<file path="src/rtl/core/assert_macros.svh">
// ----------------------------------------------------------------------------
// Assertion macros
// Shared concurrent assertion wrappers; empty when SYNTH is defined.
// ----------------------------------------------------------------------------
`ifndef ASSERT_MACROS_SVH
`define ASSERT_MACROS_SVH

`ifndef SYNTH

`define ASSERT_AT(label, clk, rstn, prop, msg) \
    label: assert property (@(posedge clk) disable iff (!rstn) (prop)) else $error(msg);

`define ASSERT_IMPLY(label, clk, rstn, ante, cons, msg) \
    label: assert property (@(posedge clk) disable iff (!rstn) (ante) |-> (cons)) \
        else $error(msg);

`else

`define ASSERT_AT(label, clk, rstn, prop, msg)

`define ASSERT_IMPLY(label, clk, rstn, ante, cons, msg)

`endif

`endif

</file>
<file path="src/rtl/core/slip_rx_pkg.sv">
// ----------------------------------------------------------------------------
// SLIP receiver package
// Constants, result codes and descriptor tables for the SLIP packet receiver.
// ----------------------------------------------------------------------------
package slip_rx_pkg;

    localparam int MAX_DESC   = 8;
    localparam int DESC_IDX_W = (MAX_DESC > 1) ? $clog2(MAX_DESC) : 1;
    localparam int DESC_CNT_W = $clog2(MAX_DESC + 1);

    localparam logic [7:0] SLIP_FEND    = 8'hC0;
    localparam logic [7:0] SLIP_ESC     = 8'hDB;
    localparam logic [7:0] SLIP_ESC_END = 8'hDC;
    localparam logic [7:0] SLIP_ESC_ESC = 8'hDD;

    localparam int HDR_LEN = 6;

    localparam logic [1:0] KIND_PARAM     = 2'd0;
    localparam logic [1:0] KIND_PAYLOAD   = 2'd1;
    localparam logic [1:0] KIND_FRAME_END = 2'd2;

    localparam logic [2:0] STAT_OK          = 3'd0;
    localparam logic [2:0] STAT_SHORT       = 3'd1;
    localparam logic [2:0] STAT_LEN_MISMATCH = 3'd2;
    localparam logic [2:0] STAT_BAD_CSUM    = 3'd3;
    localparam logic [2:0] STAT_DESC_TRUNC  = 3'd4;
    localparam logic [2:0] STAT_PARAM_TRUNC = 3'd5;
    localparam logic [2:0] STAT_DESC_OVFL   = 3'd6;

    localparam int OUT_DATA_W = 80;

    function automatic logic [2:0] desc_size(input logic [2:0] code);
        logic [2:0] s;
        case (code)
            3'd1, 3'd2, 3'd3, 3'd4: s = 3'd1;
            3'd5, 3'd6:             s = 3'd2;
            3'd7:                   s = 3'd4;
            default:                s = 3'd0;
        endcase
        return s;
    endfunction

    function automatic logic [2:0] desc_count(input logic [2:0] code);
        logic [2:0] c;
        case (code)
            3'd1, 3'd5, 3'd7: c = 3'd1;
            3'd2, 3'd6:       c = 3'd2;
            3'd3:             c = 3'd3;
            3'd4:             c = 3'd4;
            default:          c = 3'd0;
        endcase
        return c;
    endfunction

endpackage

</file>
<file path="src/rtl/core/slip_packet_receiver_core.sv">
// ----------------------------------------------------------------------------
// SLIP packet receiver core
// Deframes SLIP bytes, parses header and descriptors, emits parameters,
// payload bytes and a frame-end status item.
// ----------------------------------------------------------------------------
//  channel | dir | tdata                        | tuser
//  s_      | in  | rx_byte                      | -
//  m_      | out | value,pbytes,dev,cmd,status, | item_kind
//          |     | total_params,payload_count   |
//
// One item per cycle sustained while m_tready is high; an accepted input item
// is registered in the input register, then its result in the result register.
// Reset clears frame state (not the accumulator or descriptor memory) and hunts for the first END byte.
// m_tready low holds the result; one further item waits in the input register.
// Bytes that give no result just update state and leave the result register.
`include "assert_macros.svh"

module slip_packet_receiver_core (
    input  logic        aclk,
    input  logic        aresetn,
    input  logic        s_tvalid,
    output logic        s_tready,
    input  logic [7:0]  s_tdata,   // [7:0] rx_byte
    output logic        m_tvalid,
    input  logic        m_tready,
    output logic [79:0] m_tdata,   // [31:0] item_value, [34:32] param_bytes,
                                   // [42:35] device_id, [50:43] command_code,
                                   // [53:51] frame_status, [59:54] total_params,
                                   // [75:60] payload_count, [79:76] zero
    output logic [1:0]  m_tuser    // [1:0] item_kind
);

    typedef enum logic [1:0] {
        MODE_HUNT,
        MODE_FRAME,
        MODE_ESCAPE
    } rx_mode_t;

    localparam int IW = slip_rx_pkg::DESC_IDX_W;
    localparam int CW = slip_rx_pkg::DESC_CNT_W;
    localparam logic [CW-1:0] MAX_CNT = CW'(slip_rx_pkg::MAX_DESC);

    rx_mode_t        mode_reg, mode_next;
    logic            in_valid_reg, in_valid_next;
    logic [7:0]      in_byte_reg, in_byte_next;
    logic [16:0]     dec_cnt_reg, dec_cnt_next;
    logic [7:0]      sum_reg, sum_next;
    logic [7:0]      sent_ck_reg, sent_ck_next;
    logic [15:0]     len_reg, len_next;
    logic [7:0]      dev_reg, dev_next;
    logic [7:0]      cmd_reg, cmd_next;
    logic [CW-1:0]   desc_total_reg, desc_total_next;
    logic [CW-1:0]   q_wr_reg, q_wr_next;
    logic [CW-1:0]   q_rd_reg, q_rd_next;
    logic [2:0]      cur_code_reg, cur_code_next;
    logic            chain_reg, chain_next;
    logic [2:0]      fields_left_reg, fields_left_next;
    logic [1:0]      byte_idx_reg, byte_idx_next;
    logic [31:0]     acc_reg, acc_next;
    logic [5:0]      param_cnt_reg, param_cnt_next;
    logic [15:0]     pay_cnt_reg, pay_cnt_next;
    logic            ovfl_reg, ovfl_next;
    logic            m_tvalid_reg, m_tvalid_next;
    logic [79:0]     m_tdata_reg, m_tdata_next;
    logic [1:0]      m_tuser_reg, m_tuser_next;

    logic [2:0]      desc_mem [slip_rx_pkg::MAX_DESC];
    logic            mem_we;
    logic [IW-1:0]   mem_waddr;
    logic [2:0]      mem_wdata;

    logic            advance;
    logic            work;
    logic            do_clear;
    logic            do_end;
    logic            do_take;
    logic [7:0]      db;

    logic            res_valid;
    logic [1:0]      res_kind;
    logic [31:0]     res_value;
    logic [2:0]      res_pbytes;
    logic [7:0]      res_dev;
    logic [7:0]      res_cmd;
    logic [2:0]      res_status;
    logic [5:0]      res_np;
    logic [15:0]     res_npay;

    logic [8:0]      sum_wide;
    logic [2:0]      dcode;
    logic            stored;
    logic [2:0]      head_code;
    logic [2:0]      fsize;
    logic [2:0]      idx_inc;
    logic [31:0]     acc_new;
    logic [2:0]      fl_dec;
    logic [CW-1:0]   rd_nxt;
    logic [2:0]      nxt_code;

    logic            chk_param;
    logic            chk_end;
    logic            pbytes_ok;
    logic            end_clean;
    logic            fields_busy;
    logic            desc_live;
    logic            hunting;
    logic            frame_idle;

    assign advance  = !m_tvalid_reg || m_tready;
    assign s_tready = !in_valid_reg || advance;
    assign work     = in_valid_reg && advance;
    assign m_tvalid = m_tvalid_reg;
    assign m_tdata  = m_tdata_reg;
    assign m_tuser  = m_tuser_reg;

    // SLIP unescape
    always_comb begin
        mode_next = mode_reg;
        do_clear  = 1'b0;
        do_end    = 1'b0;
        do_take   = 1'b0;
        db        = in_byte_reg;
        if (work) begin
            case (mode_reg)
                MODE_HUNT: begin
                    if (in_byte_reg == slip_rx_pkg::SLIP_FEND) begin
                        mode_next = MODE_FRAME;
                        do_clear  = 1'b1;
                    end
                end
                MODE_ESCAPE: begin
                    mode_next = MODE_FRAME;
                    if (in_byte_reg == slip_rx_pkg::SLIP_ESC_END) begin
                        do_take = 1'b1;
                        db      = slip_rx_pkg::SLIP_FEND;
                    end else if (in_byte_reg == slip_rx_pkg::SLIP_ESC_ESC) begin
                        do_take = 1'b1;
                        db      = slip_rx_pkg::SLIP_ESC;
                    end
                end
                default: begin
                    if (in_byte_reg == slip_rx_pkg::SLIP_FEND) begin
                        do_end = 1'b1;
                    end else if (in_byte_reg == slip_rx_pkg::SLIP_ESC) begin
                        mode_next = MODE_ESCAPE;
                    end else begin
                        mode_next = MODE_FRAME;
                        do_take   = 1'b1;
                    end
                end
            endcase
        end
    end

    // Packet parse
    always_comb begin
        dec_cnt_next     = dec_cnt_reg;
        sum_next         = sum_reg;
        sent_ck_next     = sent_ck_reg;
        len_next         = len_reg;
        dev_next         = dev_reg;
        cmd_next         = cmd_reg;
        desc_total_next  = desc_total_reg;
        q_wr_next        = q_wr_reg;
        q_rd_next        = q_rd_reg;
        cur_code_next    = cur_code_reg;
        chain_next       = chain_reg;
        fields_left_next = fields_left_reg;
        byte_idx_next    = byte_idx_reg;
        acc_next         = acc_reg;
        param_cnt_next   = param_cnt_reg;
        pay_cnt_next     = pay_cnt_reg;
        ovfl_next        = ovfl_reg;
        mem_we           = 1'b0;
        mem_waddr        = q_wr_reg[IW-1:0];
        dcode            = db[2:0];
        mem_wdata        = dcode;
        res_valid        = 1'b0;
        res_kind         = slip_rx_pkg::KIND_PAYLOAD;
        res_value        = 32'd0;
        res_pbytes       = 3'd0;
        res_dev          = 8'd0;
        res_cmd          = 8'd0;
        res_status       = slip_rx_pkg::STAT_OK;
        res_np           = 6'd0;
        res_npay         = 16'd0;
        sum_wide         = {1'b0, sum_reg} + {1'b0, db};
        stored           = 1'b0;
        head_code        = (q_wr_reg == '0) ? dcode : desc_mem[0];
        fsize            = slip_rx_pkg::desc_size(cur_code_reg);
        idx_inc          = {1'b0, byte_idx_reg} + 3'd1;
        fl_dec           = fields_left_reg - 3'd1;
        rd_nxt           = q_rd_reg + CW'(1);
        nxt_code         = desc_mem[rd_nxt[IW-1:0]];
        acc_new          = acc_reg;
        case (byte_idx_reg)
            2'd0:    acc_new[7:0]   = acc_reg[7:0]   | db;
            2'd1:    acc_new[15:8]  = acc_reg[15:8]  | db;
            2'd2:    acc_new[23:16] = acc_reg[23:16] | db;
            default: acc_new[31:24] = acc_reg[31:24] | db;
        endcase

        if (do_end && dec_cnt_reg != 17'd0) begin
            res_valid = 1'b1;
            res_kind  = slip_rx_pkg::KIND_FRAME_END;
            res_dev   = dev_reg;
            res_cmd   = cmd_reg;
            res_np    = param_cnt_reg;
            res_npay  = pay_cnt_reg;
            if (dec_cnt_reg < 17'(slip_rx_pkg::HDR_LEN)) begin
                res_status = slip_rx_pkg::STAT_SHORT;
            end else if ({1'b0, len_reg} != dec_cnt_reg) begin
                res_status = slip_rx_pkg::STAT_LEN_MISMATCH;
            end else if (sum_reg != sent_ck_reg) begin
                res_status = slip_rx_pkg::STAT_BAD_CSUM;
            end else if (ovfl_reg) begin
                res_status = slip_rx_pkg::STAT_DESC_OVFL;
            end else if (chain_reg) begin
                res_status = slip_rx_pkg::STAT_DESC_TRUNC;
            end else if (fields_left_reg != 3'd0) begin
                res_status = slip_rx_pkg::STAT_PARAM_TRUNC;
            end
        end

        if (do_clear || do_end) begin
            dec_cnt_next     = '0;
            sum_next         = '0;
            sent_ck_next     = '0;
            len_next         = '0;
            dev_next         = '0;
            cmd_next         = '0;
            desc_total_next  = '0;
            q_wr_next        = '0;
            q_rd_next        = '0;
            cur_code_next    = '0;
            chain_next       = 1'b0;
            fields_left_next = '0;
            byte_idx_next    = '0;
            acc_next         = '0;
            param_cnt_next   = '0;
            pay_cnt_next     = '0;
            ovfl_next        = 1'b0;
        end else if (do_take) begin
            if (dec_cnt_reg != 17'h1FFFF) begin
                dec_cnt_next = dec_cnt_reg + 17'd1;
            end
            if (dec_cnt_reg != 17'd4) begin
                sum_next = sum_wide[8] ? (sum_wide[7:0] + 8'd1) : sum_wide[7:0];
            end

            if (dec_cnt_reg == 17'd0) begin
                dev_next = db;
            end else if (dec_cnt_reg == 17'd1) begin
                cmd_next = db;
            end else if (dec_cnt_reg == 17'd2) begin
                len_next = {8'd0, db};
            end else if (dec_cnt_reg == 17'd3) begin
                len_next = {db, len_reg[7:0]};
            end else if (dec_cnt_reg == 17'd4) begin
                sent_ck_next = db;
            end else if (dec_cnt_reg == 17'd5 || chain_reg) begin
                if (desc_total_reg < MAX_CNT) begin
                    desc_total_next = desc_total_reg + CW'(1);
                    if (dcode != 3'd0) begin
                        mem_we    = 1'b1;
                        q_wr_next = q_wr_reg + CW'(1);
                        stored    = 1'b1;
                    end
                end else begin
                    ovfl_next = 1'b1;
                end
                chain_next = db[7];
                if (!db[7]) begin
                    q_rd_next     = '0;
                    byte_idx_next = '0;
                    acc_next      = '0;
                    if (q_wr_reg != '0 || stored) begin
                        cur_code_next    = head_code;
                        fields_left_next = slip_rx_pkg::desc_count(head_code);
                    end else begin
                        fields_left_next = '0;
                    end
                end
            end else if (fields_left_reg != 3'd0) begin
                if (idx_inc >= fsize) begin
                    res_valid     = 1'b1;
                    res_kind      = slip_rx_pkg::KIND_PARAM;
                    res_value     = acc_new;
                    res_pbytes    = fsize;
                    if (param_cnt_reg != 6'd63) begin
                        param_cnt_next = param_cnt_reg + 6'd1;
                    end
                    byte_idx_next    = '0;
                    acc_next         = '0;
                    fields_left_next = fl_dec;
                    if (fl_dec == 3'd0) begin
                        q_rd_next = rd_nxt;
                        if (rd_nxt < q_wr_reg) begin
                            cur_code_next    = nxt_code;
                            fields_left_next = slip_rx_pkg::desc_count(nxt_code);
                        end
                    end
                end else begin
                    byte_idx_next = idx_inc[1:0];
                    acc_next      = acc_new;
                end
            end else begin
                res_valid = 1'b1;
                res_kind  = slip_rx_pkg::KIND_PAYLOAD;
                res_value = {24'd0, db};
                if (pay_cnt_reg != 16'hFFFF) begin
                    pay_cnt_next = pay_cnt_reg + 16'd1;
                end
            end
        end
    end

    // Handshake and result register
    always_comb begin
        in_valid_next = in_valid_reg;
        in_byte_next  = in_byte_reg;
        m_tvalid_next = m_tvalid_reg;
        m_tdata_next  = m_tdata_reg;
        m_tuser_next  = m_tuser_reg;
        if (s_tvalid && s_tready) begin
            in_valid_next = 1'b1;
            in_byte_next  = s_tdata;
        end else if (advance) begin
            in_valid_next = 1'b0;
        end
        if (advance) begin
            m_tvalid_next = work && res_valid;
            if (work && res_valid) begin
                m_tdata_next = {4'd0, res_npay, res_np, res_status, res_cmd, res_dev,
                                res_pbytes, res_value};
                m_tuser_next = res_kind;
            end
        end
    end

    always_ff @(posedge aclk) begin
        if (mem_we) begin
            desc_mem[mem_waddr] <= mem_wdata;
        end
    end

    always_ff @(posedge aclk) begin
        in_byte_reg  <= in_byte_next;
        m_tdata_reg  <= m_tdata_next;
        m_tuser_reg  <= m_tuser_next;
        acc_reg      <= acc_next;
        if (!aresetn) begin
            mode_reg        <= MODE_HUNT;
            in_valid_reg    <= 1'b0;
            m_tvalid_reg    <= 1'b0;
            dec_cnt_reg     <= '0;
            sum_reg         <= '0;
            sent_ck_reg     <= '0;
            len_reg         <= '0;
            dev_reg         <= '0;
            cmd_reg         <= '0;
            desc_total_reg  <= '0;
            q_wr_reg        <= '0;
            q_rd_reg        <= '0;
            cur_code_reg    <= '0;
            chain_reg       <= 1'b0;
            fields_left_reg <= '0;
            byte_idx_reg    <= '0;
            param_cnt_reg   <= '0;
            pay_cnt_reg     <= '0;
            ovfl_reg        <= 1'b0;
        end else begin
            mode_reg        <= mode_next;
            in_valid_reg    <= in_valid_next;
            m_tvalid_reg    <= m_tvalid_next;
            dec_cnt_reg     <= dec_cnt_next;
            sum_reg         <= sum_next;
            sent_ck_reg     <= sent_ck_next;
            len_reg         <= len_next;
            dev_reg         <= dev_next;
            cmd_reg         <= cmd_next;
            desc_total_reg  <= desc_total_next;
            q_wr_reg        <= q_wr_next;
            q_rd_reg        <= q_rd_next;
            cur_code_reg    <= cur_code_next;
            chain_reg       <= chain_next;
            fields_left_reg <= fields_left_next;
            byte_idx_reg    <= byte_idx_next;
            param_cnt_reg   <= param_cnt_next;
            pay_cnt_reg     <= pay_cnt_next;
            ovfl_reg        <= ovfl_next;
        end
    end

    assign chk_param   = m_tvalid_reg && (m_tuser_reg == slip_rx_pkg::KIND_PARAM);
    assign chk_end     = m_tvalid_reg && (m_tuser_reg == slip_rx_pkg::KIND_FRAME_END);
    assign pbytes_ok   = (m_tdata_reg[34:32] == 3'd1) || (m_tdata_reg[34:32] == 3'd2) ||
                         (m_tdata_reg[34:32] == 3'd4);
    assign end_clean   = (m_tdata_reg[34:0] == 35'd0);
    assign fields_busy = (fields_left_reg != 3'd0);
    assign desc_live   = !chain_reg && (q_rd_reg < q_wr_reg) && (cur_code_reg != 3'd0);
    assign hunting     = (mode_reg == MODE_HUNT);
    assign frame_idle  = (dec_cnt_reg == 17'd0) && (param_cnt_reg == 6'd0);

    `ASSERT_IMPLY(a_param_width, aclk, aresetn, chk_param, pbytes_ok, "illegal parameter width")
    `ASSERT_IMPLY(a_end_clean, aclk, aresetn, chk_end, end_clean, "frame end item carries value")
    `ASSERT_IMPLY(a_field_desc, aclk, aresetn, fields_busy, desc_live, "orphan field parse")
    `ASSERT_AT(a_queue_bound, aclk, aresetn, q_wr_reg <= desc_total_reg, "descriptor queue overrun")
    `ASSERT_IMPLY(a_hunt_clear, aclk, aresetn, hunting, frame_idle, "frame state while hunting")

endmodule
</file>
<file path="config.mk">
export PLATFORM = sky130hd
export DESIGN_NAME = slip_packet_receiver_core
export DESIGN_NICKNAME = d
export VERILOG_FILES = /design/src/rtl/core/slip_rx_pkg.sv /design/src/rtl/core/slip_packet_receiver_core.sv
export VERILOG_INCLUDE_DIRS = /design/src /design/src/rtl/core
export SDC_FILE = /design/constraint.sdc
export NUM_CORES = 1
export LEC_CHECK = 0
export BUFFER_PORTS_ARGS = -buffer_cell sky130_fd_sc_hd__buf_2
export CORE_MARGIN = 2
export CORE_UTILIZATION = 50
export DETAILED_ROUTE_END_ITERATION = 10
export PLACE_DENSITY_LB_ADDON = 0.1
export SLEW_MARGIN = 20
export SYNTH_ARGS = -nofsm -noshare
export SYNTH_HDL_FRONTEND = slang
export SYNTH_SLANG_ARGS = --single-unit
</file>
<file path="constraint.sdc">
create_clock -name aclk -period 8.1 [get_ports aclk]
set_input_delay 0 -clock aclk [delete_from_list [all_inputs] [get_ports aclk]]
set_output_delay 0 -clock aclk [all_outputs]
set_load 0.01 [all_outputs]
</file>
Word-level counts from Yosys, hierarchy flattened --
Memory sizes are Yosys's and may differ from the RTL's. Cells that the tools add are included.
Storage, ports and cells: register bits 231, memory bits (writable) 24, bits of input ports 12, output and inout port bits 84, logic and storage cells 269, memories kept 1
Memories:
- desc_mem | depth 8, bits a word 3, read ports 2, clocked after memory_dff 0, write ports 1, RTL line slip_packet_receiver_core.sv:67 | logic [2:0] desc_mem [slip_rx_pkg::MAX_DESC];
Operators by class: add/sub/neg operators 10, order comparisons 4, equality and inequality tests 43, muxes and demuxes 109, bitwise gates (word level) 16, reduce and logical (&&, ||, !) cells 58
Operators with widths (number):
- $mux 32 | 4
- $mux 8 | 11
- $mux 3 | 18
- $mux 1 | 44
- $mux 2 | 20
- $eq 3x3->1 const B | 12
- $eq 17x2->1 const B | 2
- $eq 17x3->1 const B | 2
- $eq 8x8->1 const B | 4
- $mux 16 | 2
- $or 8x8->8 | 4
- $reduce_and 9->1 | 3
- $pmux 3 s4 | 2
- $reduce_and 8->1 | 3
- $mux 4 | 5
- $reduce_and 10->1 | 2
- $eq 3x2->1 const B | 6
- $add 17x1->17 const B | 1
- $eq 17x1->1 const B | 1
- $logic_not 17->1 | 1
- $lt 17x3->1 const B | 1
- $ne 16x17->1 | 1
- $ne 17x17->1 const B | 1
- $ne 17x3->1 const B | 1
- 44 further kinds | 89

Longest topological paths before layout --
Gate-level depths: netlist (run 1).
depth in word-level cells 20, depth in mapped cells 14, mapped depth without buffers 11

Worst setup path after synthesis (run 1) --
OpenSTA, ideal clock, no wires.
path type reg-to-reg, start point register in_byte_reg[0], end point register m_tdata_reg[0], in the netlist m_tdata[0], enable pin, library setup time 0.532 ns, data arrival time 5.766 ns, data required time 7.568 ns, path slack 1.802 ns, stages on the path, launching flop included 8, path buffers 2, period minus slack after synthesis 6.298 ns, cell sequence edfxtp_1 buf_6 or4_4 or3b_4 o22a_1 or2_2 clkbuf_1 o21bai_1
On the way: word-level cells in the longest chain between the ends 18, elaborated cells on any way between the ends 30, those cells by class eq/ne (4); mux (22); reduce/logical (4)
Ends and longest elaborated chain:
- start: declaration | RTL line slip_packet_receiver_core.sv:45 | logic [7:0] in_byte_reg, in_byte_next;
- start signal: assignment | RTL line slip_packet_receiver_core.sv:348 | in_byte_reg <= in_byte_next;
- $eq 8x8->1 | RTL line slip_packet_receiver_core.sv:126, slip_packet_receiver_core.sv:142
- $mux 1 | RTL line slip_packet_receiver_core.sv:126, slip_packet_receiver_core.sv:142
- $mux 1 | RTL line slip_packet_receiver_core.sv:124 | case (mode_reg)
- $mux 1 | RTL line slip_packet_receiver_core.sv:123 | if (work) begin
- $logic_and 1x1->1 | RTL line slip_packet_receiver_core.sv:203 | if (do_end && dec_cnt_reg != 17'd0) begin
- $mux 1 | RTL line slip_packet_receiver_core.sv:203
- $mux 1 | RTL line slip_packet_receiver_core.sv:285 | if (idx_inc >= fsize) begin
- $mux 1 | RTL line slip_packet_receiver_core.sv:284 | end else if (fields_left_reg != 3'd0) begin
- (+2 left out)
- $mux 1 | RTL line slip_packet_receiver_core.sv:257 | end else if (dec_cnt_reg == 17'd3) begin
- $mux 1 | RTL line slip_packet_receiver_core.sv:255 | end else if (dec_cnt_reg == 17'd2) begin
- $mux 1 | RTL line slip_packet_receiver_core.sv:253 | end else if (dec_cnt_reg == 17'd1) begin
- $mux 1 | RTL line slip_packet_receiver_core.sv:251 | if (dec_cnt_reg == 17'd0) begin
- $mux 1 | RTL line slip_packet_receiver_core.sv:243 | end else if (do_take) begin
- $mux 1 (*) | RTL line slip_packet_receiver_core.sv:225 | if (do_clear || do_end) begin
- $logic_and 1x1->1 (*) | RTL line slip_packet_receiver_core.sv:333 | if (work && res_valid) begin
- $reduce_and 2->1 (no source line) (*)
- end signal: assignment | RTL line slip_packet_receiver_core.sv:349 | m_tdata_reg <= m_tdata_next;
- end: declaration | RTL line slip_packet_receiver_core.sv:64 | logic [79:0] m_tdata_reg, m_tdata_next;
Mark *: on every way between the ends. The rest lies on a longest branch, timed or not. A chain may end at the register's enable or synchronous reset.

Worst setup path after layout (run 1) --
start point register in_byte_reg[5], end point register sum_reg[7]
On the way: word-level cells in the longest chain between the ends 8, elaborated cells on any way between the ends 25, those cells by class add/sub (2); eq/ne (4); mux (16); reduce/logical (3)
Ends and longest elaborated chain:
- $eq 8x8->1 | RTL line slip_packet_receiver_core.sv:136 | end else if (in_byte_reg == slip_rx_pkg::SLIP_ESC_ESC) begin
- $mux 8 | RTL line slip_packet_receiver_core.sv:136
- $mux 8 | RTL line slip_packet_receiver_core.sv:133 | if (in_byte_reg == slip_rx_pkg::SLIP_ESC_END) begin
- $mux 8 | RTL line slip_packet_receiver_core.sv:124
- $mux 8 | RTL line slip_packet_receiver_core.sv:123
- $add 8x8->9 | RTL line slip_packet_receiver_core.sv:187 | sum_wide = {1'b0, sum_reg} + {1'b0, db};
- $add 8x1->8 | RTL line slip_packet_receiver_core.sv:248 | sum_next = sum_wide[8] ? (sum_wide[7:0] + 8'd1) : sum_wide[7:0];
- $mux 8 | RTL line slip_packet_receiver_core.sv:248
- end signal: assignment | RTL line slip_packet_receiver_core.sv:377 | sum_reg <= sum_next;
- end: declaration | RTL line slip_packet_receiver_core.sv:47 | logic [7:0] sum_reg, sum_next;
Parallel ways exist; a longest one is shown, timed or not.

==> run_results.csv, run 1 <==
group,metric,value,unit
sta,hold_viol,0,
synth,syn_area_per_cell,10.12,um2
synth,synth-main-ff-cell,"dfxtp_1",
clocking,numCtsBuffers,27,
critical_path,cp.required,8.49,ns
worst_hold_path,holdPathStages,2,
synth,synth.distinct_cells,70,
route,routed_wl,25.67,mm
critical_path,cp_max_fo,16,
floorplanning,core_area,0.02257,mm2
synth,synthArstFlopShare,0,%
sta,grt_setup_unrepaired,"false",
cells_and_area,final_common_cell,"nor2_1",
sta,skew,0.01347,ns
route,ant_nets,0,
placement,gp_congestion,0.7986,
critical_path,cpMaxStageDelayCell,"o41a_1",
critical_path,end_kind,"flop",
power_and_ir_drop,ir_worst_vdd,0.1669,mV
floorplanning,ios,96,
placement,dp_hpwl,17.51,mm
synth,yosysWarnings,0,
sta,drv_slew,0,
cells_and_area,layout_common_cells,"151 x nor2_1, 145 x dfxtp_1, 110 x edfxtp_1",
sta,worstMarginPinSlew,1.059,ns
sta,setup_viol,0,
synth,ys_seq_elements,255,
cells_and_area,multi_input_area,0.004937,mm2
sta,fin_crit,4.585,ns
clocking,clock_latency,0.53,ns
cells_and_area,fill_cells,1958,
route,wl_per_cell,16.93,um
clocking,cts_resized,0,
clocking,clockBufferDepth,3,
sta,period_share,56.60,%
critical_path,reg2regPathDepth,11,
clocking,root_buffer,"clkbuf_16",
cells_and_area,final_cell_area,0.01310,mm2
floorplanning,dieArea,0.02408,mm2
floorplanning,start_util,50.63,%
global_routing,grt.overflow.total,0,
critical_path,critPathLaunch,"in_byte_reg[5]",
clocking,htree_num_levels,1,
route,drt_iter0_markers,537,
floorplanning,rows,55,
worst_hold_path,holdPathEnd,"in_byte_reg[0]",
worst_hold_path,hold_class,"primary input to flop",
route,dr_total_vias,8327,
worst_hold_path,worstHoldStart,"s_tdata[0]",
sta,fmax,0.2181,GHz
status,outcome,"complete, no violations",
global_routing,grt_pass1_vias,8086,
sta,relSlewSlack,29.33,%
job,drv_cap,0,
route,drtPass1Iterations,5,
route,drc,0,
clocking,cts_tree,"built",
critical_path,slowest_delay,0.69,ns
synth,synth.cell_area,0.01143,mm2
critical_path,r2r-end,"sum_reg[7]",
clocking,cts.clk_slew.worst_paths,0.06,ns
floorplanning,die_h,155.2,um
power_and_ir_drop,p_leak,0.004806,uW
critical_path,rrSetupSlack,3.52,ns
power_and_ir_drop,powerDensity,196.7,mW/mm2
global_routing,track_usage,21.50,%
global_routing,grt_max_degree,79,
floorplanning,die_x,155.2,um
critical_path,cp_cell_sequence,"nand3b_1 -> or3b_2 -> o41a_1 -> ha_1 -> and3_1 -> a221oi_1 -> a21oi_1 -> nand4_1 -> or4_1 -> xnor3_1 -> a21oi_1",
critical_path,critical_path.most_common_cell,"a21oi_1",
critical_path,crit_type,"flop to flop",
synth,synth.yosys.seq_area_share,54.30,%
critical_path,start_kind,"flop",
placement,dpl_cell_area,0.01211,mm2
synth,synth-edff-count,110,
critical_path,arrival,4.97,ns
cells_and_area,layout-drive-gt1-share,13.50,%
placement,place_inst,1452,
clocking,clock-sinks,255,
global_routing,grt_pass1_wl,41.74,mm
cells_and_area,layout.cells.non_filler,1516,
sta,finalSetupTns,0,ns
placement,portBuffers,91,
cells_and_area,regArea,0.006206,mm2
cells_and_area,nets,1256,
global_routing,antenna_found_initial,1,
route,viasPerCell,5.493,
cells_and_area,synthToLayoutAreaGrowth,14.62,%
synth,synth_cells,1129,
critical_path,rr_startpoint,"in_byte_reg[5]",
cells_and_area,largest_reg_flops,76,
-- worst max-delay path, delay by kind of cell, from the launching register on --
kind	cells	cell delay, ns
xor+xnor	1	0.21
simple gates	5	1.81
fa+ha+maj	1	0.50
compound gates	4	1.24
flops	1	0.68
-- per-layer routing --
| layer | vias to the layer above | part of all wire (%) | GRT usage (%) |
|---|---|---|---|
| met5 | - | 0 | 0 |
| met4 | 0 | 2.3 | 5.679 |
| met3 | 42 | 4.8 | 3.120 |
| met2 | 206 | 48 | 37.02 |
| met1 | 3911 | 45 | 28.63 |
| li1 | 4168 | - | - |
-- per-stage QoR --
stage	hold WS (ns)	util [%]	setup WS (ns)	total power, uW
after floorplan	0.09887	-	1.802	1403
after detailed placement	0.1786	53.66	3.533	1421
after CTS	0.1519	58.00	3.534	2606
after global routing	0.1746	58.02	3.292	2657
after global placement	0.1776	53.64	3.658	1421
final	0.1723	58.03	3.515	2576
-- worst max path at each step --
stage	slack, ns	depth (start not counted)	endpoint
floorplan	1.80	7	m_tdata[0]
global placement	3.66	11	sum_reg[7]
detailed placement	3.53	11	sum_reg[7]
CTS	3.53	11	sum_reg[7]
global route	3.29	11	sum_reg[7]
finish	3.52	11	sum_reg[7]
-- synthesized netlist by cell type (6+ instances only) --
cell / number / area share [%]
nand2b_1: 7 / 0.38
a211oi_1: 8 / 0.53
inv_1: 19 / 0.62
nand2_1: 82 / 2.7
dfxtp_1: 145 / 25
nor3_1: 17 / 0.74
xor2_1: 48 / 3.7
nand4_1: 16 / 0.88
mux2i_1: 25 / 2.2
clkbuf_1: 52 / 1.7
buf_1: 9 / 0.30
a22oi_1: 9 / 0.59
and2_1: 49 / 2.7
o21ai_0: 38 / 1.7
nor4_1: 14 / 0.77
mux4_2: 6 / 1.2
and3_1: 14 / 0.77
xnor2_1: 19 / 1.5
or3_1: 7 / 0.38
nand3_1: 51 / 2.2
a21oi_1: 105 / 4.6
ha_1: 34 / 3.7
o21a_1: 6 / 0.39
edfxtp_1: 110 / 29
nor2_1: 151 / 5.0
-- report_power, final --
group / leakage, uW / switching (uW) / internal (uW)
Sequential: 0.00202 / 6.81 / 1340
Clock: 0.000417 / 483 / 695
Combinational: 0.00237 / 37.7 / 17.6
Total: 0.00481 / 528 / 2050
-- cell type report --
class | count | share of cell area [%]
Clock inverter | 13 | 0.8883
Multi-Input combinational cell | 790 | 37.69
Timing Repair Buffer | 116 | 5.158
Antenna cell | 1 | 0.01910
Tap cell | 285 | 2.722
Clock buffer | 37 | 5.597
Sequential cell | 255 | 47.38
Inverter | 19 | 0.5445
-- repair_timing --
action	4_1_cts	5_1_grt
hold buffers	13	0
endpoints found under the hold margin	12	0
buffers inserted	0	0
-- logic make-up (layout without fill, tap and decap cells) --
family / after synthesis / in the layout / synth area share, %
other: 1 / 5 / 0.03281
muxes: 31 / 31 / 3.372
xor gates and xnor gates: 68 / 68 / 5.332
and+or+nand+nor: 441 / 441 / 18.80
DFF: 255 / 255 / 54.30
AOI/OAI and AO/OA: 211 / 211 / 11.19
buffers and inverters: 87 / 185 / 3.076
adders and majority gates: 35 / 35 / 3.898
No activity file was read; power rests on OpenSTA's default activity.
==> inputs of run 2 (changes only) <==
==> constraint.sdc (replaced) <==
create_clock -name aclk -period 3.88 [get_ports aclk]
set_input_delay 0 -clock aclk [delete_from_list [all_inputs] [get_ports aclk]]
set_output_delay 0 -clock aclk [all_outputs]
set_load 0.01 [all_outputs]
==> run_results.csv, run 2 (synthesis gave the netlist of run 1 again) <==
group,metric,value,unit
clocking,cts.clk_slew.worst_paths,0.06,ns
clocking,clockBufferDepth,3,
placement,gp_congestion,0.8281,
global_routing,track_usage,21.07,%
clocking,clock-sinks,255,
route,dr_total_vias,8334,
route,viasPerCell,5.458,
power_and_ir_drop,p_leak,0.004889,uW
clocking,htree_num_levels,1,
critical_path,end_kind,"flop",
floorplanning,start_util,50.63,%
sta,hold_viol,0,
critical_path,critPathTopFamily,"simple AND/OR/NAND/NOR gates",
cells_and_area,layout-drive-gt1-share,14.41,%
sta,relSlewSlack,32.99,%
clocking,cts_tree,"built",
cells_and_area,largest_reg_flops,76,
floorplanning,core_area,0.02257,mm2
route,routed_wl,25.12,mm
placement,dp_hpwl,16.44,mm
critical_path,cp_max_fo,5,
critical_path,crit_type,"flop to flop",
sta,finalSetupTns,0,ns
clocking,numCtsBuffers,27,
global_routing,antenna_found_initial,0,
route,ant_nets,0,
critical_path,cpMaxStageDelayCell,"or4_1",
clocking,post-cts-setup-buffers,0,
route,wl_per_cell,16.45,um
floorplanning,die_h,155.2,um
cells_and_area,layout.cells.non_filler,1527,
clocking,clock_latency,0.53,ns
floorplanning,ios,96,
cells_and_area,layout_common_cells,"151 x nor2_1, 145 x dfxtp_1, 110 x edfxtp_1",
cells_and_area,final_common_cell,"nor2_1",
placement,place_ws,0.1616,ns
sta,worstMarginPinSlew,1.004,ns
critical_path,cp_cell_sequence,"nand3b_1 -> or3b_2 -> o41a_1 -> ha_1 -> and3_1 -> a221oi_1 -> a21oi_2 -> nand4_1 -> or4_1 -> xnor3_1 -> a21oi_1",
power_and_ir_drop,ir_worst_vdd,0.2915,mV
sta,worst_slack,0.2862,ns
floorplanning,rows,55,
sta,grt_setup_unrepaired,"false",
global_routing,grt.overflow.total,0,
sta,period_share,92.62,%
critical_path,path_buf_inv,0,
route,drtPass1Iterations,4,
power_and_ir_drop,powerDensity,417.7,mW/mm2
critical_path,slowest_delay,0.56,ns
placement,portBuffers,91,
cells_and_area,nets,1268,
placement,place_inst,1464,
floorplanning,die_x,155.2,um
critical_path,cp.required,4.25,ns
critical_path,rrSetupSlack,0.29,ns
global_routing,grt_pass1_vias,7892,
route,drc,0,
cells_and_area,antenna_cells,0,
cells_and_area,synthToLayoutAreaGrowth,16.02,%
critical_path,start_kind,"flop",
sta,drv_slew,0,
clocking,root_buffer,"clkbuf_16",
status,outcome,"complete, no violations",
sta,skew,0.01084,ns
critical_path,arrival,3.97,ns
power_and_ir_drop,power,5539,uW
sta,setup_viol,0,
job,drv_cap,0,
global_routing,grt_max_degree,78,
floorplanning,dieArea,0.02408,mm2
route,drt_iter0_markers,456,
worst_hold_path,hold_class,"primary input to flop",
sta,fin_crit,3.594,ns
global_routing,grt_pass1_wl,41.08,mm
sta,fmax,0.2783,GHz
-- run 2: area by class of cell --
type                    instances  area (um2)
clock buffers                  35       715.7
clock inverters                15       181.4
fillers                      1951        9313
inverters                      19       71.32
multi-input cells             790        4937
flip-flops and latches        255        6206
well taps                     285       356.6
repair buffers                128       790.8
-- run 2: worst paths after layout --
kind	from	end	depth (start not counted)
hold / removal	m_tready	mode_reg[1]	6
setup / recovery	in_byte_reg[5]	sum_reg[7]	11
hold reg to reg	dev_reg[1]	dev_reg[1]	2
setup reg to reg	in_byte_reg[5]	sum_reg[7]	11
-- run 2: worst register-to-register path, delay by kind of cell, from the launching register on --
family,cells,cell delay [ns]
AND/OR/NAND/NOR,5,1.63
AO/OA/AOI/OAI,4,0.86
flip-flops,1,0.37
adder cells (fa/ha/maj),1,0.37
XOR/XNOR,1,0.22
-- run 2: where the power goes --
| group | switching, uW | internal (uW) |
|---|---|---|
| sequential | 6.79 | 2790 |
| clock | 1040 | 1570 |
| combinational | 91.1 | 42.3 |
-- run 2: metal layers --
layer / vias to the layer above / track usage (%) / part of all wire, %
li1: 4183 / - / -
met4: 0 / 4.063 / 1.3
met3: 30 / 2.479 / 4.0
met1: 3966 / 30.17 / 48
met2: 155 / 35.01 / 47
met5: - / 0 / 0
-- run 2: timing repair --
item / 4_1_cts / 5_1_grt
hold buffers: 13 / 0
endpoints found under the hold margin: 13 / 0
endpoints found under the setup margin: 0 / 1
gates resized for setup: 0 / 1
-- run 2: per-stage QoR --
stage / cell area (um2) / util [%] / hold slack (ns)
floorplan: 11450 / - / 0.09887
global placement: 12230 / 54.17 / 0.1767
detailed placement: 12230 / 54.17 / 0.1781
CTS: 13260 / 58.73 / 0.1445
global route: 13260 / 58.74 / 0.1888
finish: 13260 / 58.74 / 0.1810
==> inputs of run 3 (changes only) <==
--- a/config.mk
+++ b/config.mk
@@ -7,10 +7,13 @@
 export NUM_CORES = 1
 export LEC_CHECK = 0
 export BUFFER_PORTS_ARGS = -buffer_cell sky130_fd_sc_hd__buf_2
+export CELL_PAD_IN_SITES_DETAIL_PLACEMENT = 0
+export CELL_PAD_IN_SITES_GLOBAL_PLACEMENT = 2
 export CORE_MARGIN = 2
-export CORE_UTILIZATION = 50
+export CORE_UTILIZATION = 35
 export DETAILED_ROUTE_END_ITERATION = 10
 export PLACE_DENSITY_LB_ADDON = 0.1
+export REMOVE_ABC_BUFFERS = 1
 export SLEW_MARGIN = 20
 export SYNTH_ARGS = -nofsm -noshare
 export SYNTH_HDL_FRONTEND = slang
==> run_results.csv, run 3 (synthesis gave the netlist of run 1 again) <==
group,metric,value,unit
route,wl_per_cell,17.18,um
floorplanning,start_util,35.30,%
floorplanning,rows,66,
cells_and_area,utilization,41.98,%
placement,portBuffers,91,
sta,drv_slew,0,
global_routing,antenna_found_initial,0,
floorplanning,die_h,184.7,um
clocking,root_buffer,"clkbuf_16",
sta,skew,0.009962,ns
clocking,clockBufferDepth,3,
global_routing,track_usage,17.24,%
sta,period_share,90.91,%
cells_and_area,synthToLayoutAreaGrowth,18.91,%
worst_hold_path,hold_class,"primary input to flop",
cells_and_area,largest_reg_flops,76,
status,outcome,"complete, no violations",
power_and_ir_drop,ir_worst_vdd,0.3279,mV
route,drtPass1Iterations,7,
placement,dpl_cell_area,0.01249,mm2
route,dr_total_vias,8335,
floorplanning,ios,96,
global_routing,grt_pass1_vias,8343,
sta,worstMarginPinSlew,0.9425,ns
sta,setup_viol,0,
route,routed_wl,29.17,mm
clocking,clock-sinks,255,
floorplanning,dieArea,0.03411,mm2
critical_path,end_kind,"flop",
placement,dp_hpwl,20.19,mm
clocking,htree_num_levels,1,
sta,fmax,0.2835,GHz
route,ant_nets,0,
cells_and_area,nets,1280,
critical_path,cp.required,4.29,ns
power_and_ir_drop,powerDensity,413.4,mW/mm2
critical_path,cp_max_fo,5,
critical_path,crit_type,"flop to flop",
route,drt_iter0_markers,413,
placement,gp_congestion,0.7842,
cells_and_area,final_common_cell,"nor2_1",
cells_and_area,layout-drive-gt1-share,15.53,%
route,drc,0,
route,viasPerCell,4.909,
critical_path,start_kind,"flop",
sta,fin_crit,3.527,ns
cells_and_area,antenna_cells,0,
global_routing,grt_pass1_wl,45.98,mm
sta,hold_viol,0,
power_and_ir_drop,p_leak,0.004971,uW
cells_and_area,fill_cells,3214,
global_routing,grt.overflow.total,0,
floorplanning,die_x,184.7,um
critical_path,arrival,3.93,ns
sta,grt_setup_unrepaired,"false",
cells_and_area,layout_common_cells,"151 x nor2_1, 145 x dfxtp_1, 110 x edfxtp_1",
sta,relSlewSlack,37.17,%
clocking,cts.clk_slew.worst_paths,0.06,ns
cells_and_area,final_cell_area,0.01359,mm2
clocking,clock_latency,0.56,ns
floorplanning,core_area,0.03237,mm2
global_routing,grt_max_degree,43,
job,drv_cap,0,
clocking,numCtsBuffers,29,
clocking,cts_tree,"built",
==> run 3: cell type report <==
cell class	instances	area, um2	area share, %
flip-flops and latches	255	6206	45.67
multi-input cells	790	4941	36.36
clock buffers	45	865.8	6.371
repair buffers	138	865.8	6.371
well taps	442	553.0	4.070
clock inverters	9	86.33	0.6353
inverters	19	71.32	0.5248
==> run 3: through the flow <==
step / hold slack (ns) / setup WS [ns] / total power (uW) / cells / setup TNS (ns)
6_report: 0.1377 / 0.3528 / 5618 / 1698 / 0
5_1_grt: 0.1418 / 0.07987 / 5849 / 1698 / 0
4_1_cts: 0.1158 / 0.2197 / 5707 / 1698 / 0
3_5_place_dp: 0.1781 / 0.2521 / 2983 / 1631 / 0
3_3_place_gp: 0.1775 / 0.2848 / 2983 / 1631 / 0
2_1_floorplan: 0.09887 / -3.246 / 2917 / 1064 / -261.05
==> run 3: where the power goes <==
group	switching, uW	internal (uW)	total [uW]
Clock	1090	1600	2690
Combinational	94.3	42.8	137
Sequential	5.45	2790	2790
Total	1190	4430	5620
==> run 3: metal layers <==
metal / wire length (um) / up-vias / part of all wire [%] / global-route usage, %
met5: 0 / - / 0 / 0
met4: 621 / 0 / 2.1 / 4.381
met3: 1357 / 41 / 4.7 / 2.292
met2: 13400 / 154 / 46 / 28.87
met1: 13790 / 3919 / 47 / 23.55
li1: - / 4221 / - / -
==> run 3: final timing paths <==
check	start	end	slack, ns	depth (start not counted)
setup reg to reg	in_byte_reg[5]	sum_reg[7]	0.35	11
hold / removal	m_tready	sent_ck_reg[5]	0.14	6
setup / recovery	in_byte_reg[5]	sum_reg[7]	0.35	11
hold reg to reg	dev_reg[5]	dev_reg[5]	0.45	2
==> run 3: what timing repair did <==
item,4_1_cts,5_1_grt
setup endpoints to repair,0,1
hold buffers,13,0
endpoints found under the hold margin,20,0
gates resized for setup,0,1
buffers inserted,0,0
==> run 3: worst max-delay path: stages, from the launching register on <==
cell and delay [ns]:
edfxtp_1 0.38, nand3b_1 0.18, or3b_2 0.53, o41a_1 0.42, ha_1 0.37, and3_1 0.19
a221oi_2 0.08, a21oi_1 0.18, nand4_1 0.18, or4_1 0.58, xnor3_1 0.22, a21oi_1 0.06
